`src/rtl/udp_flow_table_demux_core_macros.svh`:
```
// Assertion macros for the UDP flow table.
`ifndef UDP_FLOW_TABLE_DEMUX_CORE_MACROS_SVH
`define UDP_FLOW_TABLE_DEMUX_CORE_MACROS_SVH

`ifndef SYNTHESIS
`define UFT_ASSERT_IMP(name, ante, cons) \
	name: assert property (@(posedge clk) disable iff (!arst_n) (ante) |-> (cons)) \
		else $error("udp flow table: implication check failed");
`define UFT_ASSERT_NXT(name, ante, cons) \
	name: assert property (@(posedge clk) disable iff (!arst_n) (ante) |=> (cons)) \
		else $error("udp flow table: next-cycle check failed");
`else
`define UFT_ASSERT_IMP(name, ante, cons)
`define UFT_ASSERT_NXT(name, ante, cons)
`endif

`endif

```
`src/rtl/udpft_pkg.sv`:
```
`timescale 1ns / 1ps

package udpft_pkg;

	localparam int DEF_TABLE_DEPTH = 16;

	localparam logic [15:0] UDP_HDR_BYTES = 16'd8;
	localparam logic [15:0] PORT_RESET    = 16'd1024;

	localparam logic [1:0] REQ_CONNECT    = 2'd0;
	localparam logic [1:0] REQ_DISCONNECT = 2'd1;
	localparam logic [1:0] REQ_RECEIVE    = 2'd2;
	localparam logic [1:0] REQ_SEND       = 2'd3;

	localparam logic [1:0] ST_OK       = 2'd0;
	localparam logic [1:0] ST_NO_MATCH = 2'd1;
	localparam logic [1:0] ST_FULL     = 2'd2;
	localparam logic [1:0] ST_SHORT    = 2'd3;

	localparam logic [0:0] REG_OWN_ADDRESS = 1'b0;
	localparam logic [0:0] REG_FIRST_PORT  = 1'b1;

	typedef struct packed {
		logic [31:0] local_ip;
		logic [31:0] remote_ip;
		logic [15:0] local_port;
		logic [15:0] remote_port;
	} flow_t;

	typedef struct packed {
		logic [1:0]  req_type;
		logic [31:0] peer_ip;
		logic [15:0] peer_port;
		logic [31:0] dest_ip;
		logic [15:0] handle_port;
		logic [15:0] byte_count;
	} req_t;

	typedef struct packed {
		logic [1:0]  status;
		logic [15:0] local_port;
		logic [15:0] remote_port;
		logic [31:0] remote_ip;
		logic [15:0] length;
	} resp_t;

	typedef enum logic [2:0] {
		S_IDLE,
		S_CONN,
		S_SHORT,
		S_SCAN,
		S_MOVE_RD,
		S_MOVE_WR
	} state_t;

	function automatic logic [15:0] swap16(input logic [15:0] v);
		return {v[7:0], v[15:8]};
	endfunction

endpackage

```
`src/rtl/udpft_table.sv`:
```
`timescale 1ns / 1ps

module udpft_table
	import udpft_pkg::*;
#(
	parameter int DEPTH = DEF_TABLE_DEPTH,
	parameter int AW    = (DEPTH > 1) ? $clog2(DEPTH) : 1
) (
	input  logic          clk,
	input  logic          wr_en,
	input  logic [AW-1:0] wr_addr,
	input  flow_t         wr_data,
	input  logic [AW-1:0] rd_addr,
	output flow_t         rd_data
);

	flow_t mem [DEPTH];
	flow_t rd_data_q;

	always_ff @(posedge clk) begin
		if (wr_en) begin
			mem[wr_addr] <= wr_data;
		end
	end

	always_ff @(posedge clk) begin
		rd_data_q <= mem[rd_addr];
	end

	assign rd_data = rd_data_q;

endmodule

```
`src/rtl/udp_flow_table_demux_core.sv`:
```
`timescale 1ns / 1ps
// UDP flow table: keeps up to TABLE_DEPTH four-tuples (local/remote IP and port,
// ports in network order) and serves connect, disconnect, receive and send items.
// Channels: an item is taken at a rising edge with start high and busy low; busy
// stays high until the result is out. Each item gives exactly one result, shown
// for one cycle with done high; the receiver cannot stall, so nothing waits.
// Configuration: cfg_we/cfg_index/cfg_data write own_address (0) or first_port
// (1); writing first_port also reloads the port counter. Write only while idle.
// Connect and short receive load their result in S_CONN or S_SHORT.
// Receive, send and disconnect walk the table one entry per cycle through the
// single read port and one shared comparator until a hit or the end of the
// entries; a hit disconnect then copies the last entry into the freed slot
// (S_MOVE_RD, then S_MOVE_WR). Busy drops in the done cycle, so the next item
// can be taken at the edge that ends it.
// Reset: entry count clears, first_port and the counter go to 1024, own_address
// to 0. Table contents need no clearing since only entries below the count are read.
`include "udp_flow_table_demux_core_macros.svh"

module udp_flow_table_demux_core
	import udpft_pkg::*;
#(
	parameter int TABLE_DEPTH = DEF_TABLE_DEPTH
) (
	input  logic        clk,
	input  logic        arst_n,
	input  logic        start,
	output logic        busy,
	input  logic [1:0]  req_type,
	input  logic [31:0] peer_ip,
	input  logic [15:0] peer_port,
	input  logic [31:0] dest_ip,
	input  logic [15:0] handle_port,
	input  logic [15:0] byte_count,
	input  logic        cfg_we,
	input  logic [0:0]  cfg_index,
	input  logic [31:0] cfg_data,
	output logic        done,
	output logic [1:0]  status,
	output logic [15:0] local_port_out,
	output logic [15:0] remote_port_out,
	output logic [31:0] remote_ip_out,
	output logic [15:0] length_out
);

	localparam int AW = (TABLE_DEPTH > 1) ? $clog2(TABLE_DEPTH) : 1;
	localparam int CW = $clog2(TABLE_DEPTH + 1);
	localparam logic [CW-1:0] DEPTH_C = CW'(TABLE_DEPTH);

	state_t         state_q, state_d;
	req_t           req_q;
	logic [CW-1:0]  count_q;
	logic [CW-1:0]  scan_idx_q;
	logic [AW-1:0]  cmp_idx_q;
	logic           cmp_vld_q;
	logic [AW-1:0]  slot_q;
	logic [31:0]    own_address_q;
	logic [15:0]    first_port_q;
	logic [15:0]    next_port_q;
	resp_t          resp_q, resp_d;
	logic           done_q;

	logic           accept;
	logic           resp_load;
	logic           mem_we;
	logic [AW-1:0]  mem_waddr;
	flow_t          mem_wdata;
	logic [AW-1:0]  mem_raddr;
	flow_t          rd_flow;
	logic           hit;
	logic           count_inc, count_dec;
	logic [CW-1:0]  last_idx;

	assign accept   = start && (state_q == S_IDLE);
	assign busy     = (state_q != S_IDLE);
	assign last_idx = count_q - 1'b1;

	udpft_table #(
		.DEPTH (TABLE_DEPTH),
		.AW    (AW)
	) u_table (
		.clk     (clk),
		.wr_en   (mem_we),
		.wr_addr (mem_waddr),
		.wr_data (mem_wdata),
		.rd_addr (mem_raddr),
		.rd_data (rd_flow)
	);

	// shared comparator: full four-tuple on receive, local port otherwise
	always_comb begin
		hit = (rd_flow.local_port == req_q.handle_port);
		if (req_q.req_type == REQ_RECEIVE) begin
			hit = hit && (rd_flow.remote_port == req_q.peer_port) &&
				(rd_flow.local_ip == req_q.dest_ip) &&
				(rd_flow.remote_ip == req_q.peer_ip);
		end
	end

	always_ff @(posedge clk or negedge arst_n) begin
		if (!arst_n) begin
			state_q <= S_IDLE;
		end else begin
			state_q <= state_d;
		end
	end

	always_comb begin
		state_d   = state_q;
		resp_load = 1'b0;
		resp_d    = '0;
		mem_we    = 1'b0;
		mem_waddr = count_q[AW-1:0];
		mem_wdata = rd_flow;
		mem_raddr = scan_idx_q[AW-1:0];
		count_inc = 1'b0;
		count_dec = 1'b0;
		unique case (state_q)
			S_IDLE: begin
				if (start) begin
					if (req_type == REQ_CONNECT) begin
						state_d = S_CONN;
					end else if (req_type == REQ_RECEIVE && byte_count < UDP_HDR_BYTES) begin
						state_d = S_SHORT;
					end else begin
						state_d = S_SCAN;
					end
				end
			end
			S_CONN: begin
				resp_load = 1'b1;
				state_d   = S_IDLE;
				if (count_q >= DEPTH_C) begin
					resp_d.status = ST_FULL;
				end else begin
					mem_we               = 1'b1;
					mem_wdata.local_ip    = own_address_q;
					mem_wdata.remote_ip   = req_q.peer_ip;
					mem_wdata.local_port  = swap16(next_port_q);
					mem_wdata.remote_port = swap16(req_q.peer_port);
					count_inc            = 1'b1;
					resp_d.status        = ST_OK;
					resp_d.local_port    = swap16(next_port_q);
				end
			end
			S_SHORT: begin
				resp_load     = 1'b1;
				resp_d.status = ST_SHORT;
				state_d       = S_IDLE;
			end
			S_SCAN: begin
				if (cmp_vld_q && hit) begin
					unique case (req_q.req_type)
						REQ_DISCONNECT: begin
							state_d = S_MOVE_RD;
						end
						REQ_RECEIVE: begin
							resp_load         = 1'b1;
							resp_d.status     = ST_OK;
							resp_d.local_port = rd_flow.local_port;
							resp_d.length     = req_q.byte_count - UDP_HDR_BYTES;
							state_d           = S_IDLE;
						end
						default: begin
							resp_load          = 1'b1;
							resp_d.status      = ST_OK;
							resp_d.local_port  = rd_flow.local_port;
							resp_d.remote_port = rd_flow.remote_port;
							resp_d.remote_ip   = rd_flow.remote_ip;
							resp_d.length      = swap16(req_q.byte_count + UDP_HDR_BYTES);
							state_d            = S_IDLE;
						end
					endcase
				end else if (!cmp_vld_q && scan_idx_q >= count_q) begin
					resp_load     = 1'b1;
					resp_d.status = ST_NO_MATCH;
					state_d       = S_IDLE;
				end
			end
			S_MOVE_RD: begin
				mem_raddr = last_idx[AW-1:0];
				state_d   = S_MOVE_WR;
			end
			S_MOVE_WR: begin
				// fill the freed slot with the last entry
				mem_we        = 1'b1;
				mem_waddr     = slot_q;
				mem_wdata     = rd_flow;
				count_dec     = 1'b1;
				resp_load     = 1'b1;
				resp_d.status = ST_OK;
				state_d       = S_IDLE;
			end
			default: begin
				state_d = S_IDLE;
			end
		endcase
	end

	always_ff @(posedge clk) begin
		if (accept) begin
			req_q <= '{req_type, peer_ip, peer_port, dest_ip, handle_port, byte_count};
		end
		if (state_q == S_SCAN) begin
			cmp_idx_q <= scan_idx_q[AW-1:0];
		end
		if (state_q == S_SCAN && cmp_vld_q && hit) begin
			slot_q <= cmp_idx_q;
		end
		if (resp_load) begin
			resp_q <= resp_d;
		end
	end

	always_ff @(posedge clk or negedge arst_n) begin
		if (!arst_n) begin
			count_q       <= '0;
			scan_idx_q    <= '0;
			cmp_vld_q     <= 1'b0;
			own_address_q <= '0;
			first_port_q  <= PORT_RESET;
			next_port_q   <= PORT_RESET;
			done_q        <= 1'b0;
		end else begin
			done_q <= resp_load;
			if (count_inc) begin
				count_q <= count_q + 1'b1;
			end else if (count_dec) begin
				count_q <= last_idx;
			end
			if (accept) begin
				scan_idx_q <= '0;
				cmp_vld_q  <= 1'b0;
			end else if (state_q == S_SCAN) begin
				cmp_vld_q <= (scan_idx_q < count_q);
				if (scan_idx_q < count_q) begin
					scan_idx_q <= scan_idx_q + 1'b1;
				end
			end
			if (count_inc) begin
				next_port_q <= (next_port_q == 16'hFFFF) ? first_port_q : next_port_q + 16'd1;
			end
			if (cfg_we) begin
				unique case (cfg_index)
					REG_OWN_ADDRESS: own_address_q <= cfg_data;
					REG_FIRST_PORT: begin
						first_port_q <= cfg_data[15:0];
						next_port_q  <= cfg_data[15:0];
					end
					default: ;
				endcase
			end
		end
	end

	assign done            = done_q;
	assign status          = resp_q.status;
	assign local_port_out  = resp_q.local_port;
	assign remote_port_out = resp_q.remote_port;
	assign remote_ip_out   = resp_q.remote_ip;
	assign length_out      = resp_q.length;

	// every field below status is clear on an error result
	`UFT_ASSERT_IMP(a_count_bound, 1'b1, count_q <= DEPTH_C)
	`UFT_ASSERT_NXT(a_accept_busy, accept, busy)
	`UFT_ASSERT_NXT(a_done_after_busy, busy && resp_load, done && !busy)
	`UFT_ASSERT_IMP(a_err_zero, done && status != ST_OK, resp_q[79:0] == '0)

endmodule

```
`config.mk`:
```
export PLATFORM = sky130hd
export DESIGN_NAME = udp_flow_table_demux_core
export DESIGN_NICKNAME = d
export VERILOG_FILES = /design/src/rtl/udpft_pkg.sv /design/src/rtl/udpft_table.sv /design/src/rtl/udp_flow_table_demux_core.sv
export VERILOG_INCLUDE_DIRS = /design/src /design/src/rtl
export SDC_FILE = /design/constraint.sdc
export NUM_CORES = 2
export LEC_CHECK = 0
export BUFFER_PORTS_ARGS = -buffer_cell sky130_fd_sc_hd__buf_4
export CAP_MARGIN = 20
export CORE_UTILIZATION = 45
export DETAILED_ROUTE_END_ITERATION = 12
export PLACE_DENSITY_LB_ADDON = 0.3
export SLEW_MARGIN = 25
export SYNTH_ARGS = -nofsm -noshare
export SYNTH_HDL_FRONTEND = slang
export SYNTH_SLANG_ARGS = --single-unit
```
`constraint.sdc`:
```
create_clock -name clk -period 7.1 [get_ports clk]
set_input_delay 1.065 -clock clk [delete_from_list [all_inputs] [get_ports clk]]
set_output_delay 1.065 -clock clk [all_outputs]
set_load 0.03 [all_outputs]
```
==> flow_summary.json <==
{
  "netlist_area_sq_um": 73920,
  "final_antenna_net_count": 0,
  "numCtsBuffers": 186,
  "drc": 0,
  "stdcell_area_sq_um": 84340,
  "io_pins": 235,
  "cp-end-kind": "register",
  "cellLeakagePower_uw": 0.02834,
  "post_cts_resized": 0,
  "place_ws_ns": 1.628,
  "wl_um": 193700,
  "cts.path.max_buffers": 3,
  "worstRegToRegCells": 8,
  "seq_area_frac_synth_pct": 75.96,
  "syn_inst": 3797,
  "postLayoutSetupSlackWorst_ns": 1.571,
  "wl_met3_um": 19460,
  "relSlewSlack_pct": 28.25,
  "synth_warnings": 0,
  "ys_types": 59,
  "die_width_um": 407.3,
  "required_ns": 7.54,
  "routed_via_density": 5.898,
  "path_cells": "xnor2_1 > nand4_1 > nor4_1 > nand4_1 > o21ai_0 > and4b_1 > or3_4 > buf_4",
  "cap_viol_max_count": 0,
  "worstSetupPathType": "reg -> reg",
  "startpoint_type": "register",
  "most-common-layout-cells": "edfxtp_1, mux4_2, nand2_1",
  "fin_skew_ns": 0.04744,
  "syn_avg_cell_area_sq_um": 19.47,
  "status": "finished clean",
  "slew_violations": 0,
  "clock_latency_ns": 0.84,
  "grt_pass1_wl_um": 275100,
  "post-route-util_pct": 51.76,
  "synth_edf_count": 1740,
  "m1WireLength_um": 82100,
  "gp_congestion": 0.8123,
  "hold_path.class": "in -> async",
  "track_usage_pct": 23.24,
  "critPathArrivalTime_ns": 5.97,
  "grt_setup_unrepaired": "false",
  "cp_slowest_cell": "nor4_1",
  "nets": 4251,
  "gr-total-overflow": 0,
  "antenna_found_initial": 25,
  "vdd_drop_max_mv": 0.3054,
  "dr.first_iter.drc_count": 4117,
  "worstReg2RegStart": "req_q[90]",
  "layout-drive-gt1-share_pct": 24.02,
  "period_needed_ns": 5.529,
  "fmax_mhz": 180.9,
  "ys_seq_elements": 1915,
  "cts-root-buf": "clkbuf_16",
  "dpl.hpwl_um": 104500,
  "num_rows": 148,
  "vias": 37940,
  "synth_fp_nets": 3961,
  "cpPeakStageDelay_ns": 0.99,
  "cts_tree": "yes",
  "die_area_sq_um": 165900,
  "core-area_sq_um": 163000,
  "clk_pin_slew_ns": 0.06,
  "wl_per_cell_um": 30.11,
  "crit_top_cell": "nand4_1",
  "worst-r2r-setup-slack_ns": 1.57,
  "start_util_pct": 45.36,
  "async_flop_share_pct": 4.125,
  "met2WireLength_um": 88800,
  "tightest_slew_ns": 1.076,
  "path_max_fanout": 50,
  "finalHoldViolCount": 0,
  "period_share_pct": 77.87,
  "io_buffers": 234,
  "powerDensity_nw_per_um2": 393.8,
  "setup_viol": 0,
  "clock_sink_count": 1915,
  "grt_start_max_net_pins": 130,
  "post_dp_cell_area_sq_um": 78400,
  "setup_tns_ns": 0,
  "layout_commonest_cell": "edfxtp_1",
  "grt_pass1_vias": 37300,
  "postCtsSetupRepairBufs": 0,
  "firstDrtPassIters": 5,
  "whs_ns": 0.2409,
  "rr_endpoint": "local_port_out[11]",
  "cts.hold.buffers_added": 0,
  "htree_num_levels": 4,
  "die_h_um": 407.3,
  "yosys_most_used_dff": "edfxtp_1",
  "top_layer": "met5",
  "syn_to_final_growth_pct": 14.09
}
[synth_stat cells (47+ instances only)]
master,n,share of area [%]
mux2i_1,101,1.4
and3_1,58,0.49
buf_2,47,0.32
mux4_2,384,12
nand2_1,357,1.8
a211oi_1,97,0.99
edfxtp_1,1740,71
nor2b_1,100,0.85
clkbuf_1,100,0.51
dfrtp_1,77,2.6
nor2_1,49,0.25
o21ai_0,47,0.32
a21oi_1,116,0.79
dfxtp_1,96,2.6
xnor2_1,96,1.1
[cell type report]
cell class / count / area (sq um)
diodes: 7 / 17.52
clock buffers: 274 / 5248
clock inverters: 78 / 661.9
fillers: 12860 / 78620
inverters: 21 / 78.83
multi-input cells: 1659 / 16740
flip-flops and latches: 1915 / 56150
well taps: 2175 / 2721
repair buffers: 304 / 2720
[through the flow]
stage | total power (uW) | cells
floorplan | 21510 | 3797
finish | 33210 | 6433
global placement | 23800 | 6069
detailed placement | 23970 | 6074
global route | 34420 | 6427
CTS | 33420 | 6426
[critical path, delay by kind of cell (launching register included)]
kind                      cells  cell delay, ns
buffers and inverters         1            0.56
AOI/OAI and AO/OA             1            0.75
xor gates and xnor gates      1            0.62
and+or+nand+nor               5            2.76
DFF                           1            0.43
[worst max-delay path by stage]
stage | slack (ns) | start | depth (start not counted) | end
3_5_place_dp | 1.63 | req_q[90] | 8 | local_port_out[9]
2_1_floorplan | 0.15 | state_q[2] | 4 | cmp_vld_q
5_1_grt | 1.65 | req_q[90] | 8 | local_port_out[11]
3_3_place_gp | 1.60 | req_q[90] | 8 | local_port_out[5]
6_report | 1.57 | req_q[90] | 8 | local_port_out[11]
4_1_cts | 1.63 | req_q[90] | 8 | local_port_out[11]
[kinds of logic after synthesis]
family,synth area share [%]
AO/OA/AOI/OAI,2.649
XOR/XNOR,1.493
adder cells (fa/ha/maj),0.2200
buffers and inverters,1.676
flip-flops,75.96
multiplexers,13.55
AND/OR/NAND/NOR,4.450
[registers in the layout, indices dropped and copies added, names as in the netlist]
register / cells
done: 1
u_table.rd_data: 96
cmp_vld_q: 1
status: 2
remote_ip_out: 32
slot_q: 4
own_address_q: 32
req_q: 114
next_port_q: 16
local_port_out: 16
length_out: 16
remote_port_out: 16
cmp_idx_q: 4
state_q: 3
u_table.mem: 1536
first_port_q: 16
count_q: 5
scan_idx_q: 5
[per-layer routing]
metal	up-vias	global-route usage (%)
met1	20130	34.43
met2	1770	35.20
met4	12	4.842
li1	15790	-
met3	237	5.500
met5	-	0
[report_power, final]
| part | leakage (uW) | total (uW) | switching (uW) | internal [uW] |
|---|---|---|---|---|
| combinational | 0.00787 | 7690 | 5030 | 2660 |
| clock | 0.00288 | 9520 | 4240 | 5280 |
| sequential | 0.0176 | 16000 | 751 | 15200 |
| total | 0.0283 | 33200 | 10000 | 23200 |
Note: power is estimated with default switching activity, not from simulation.
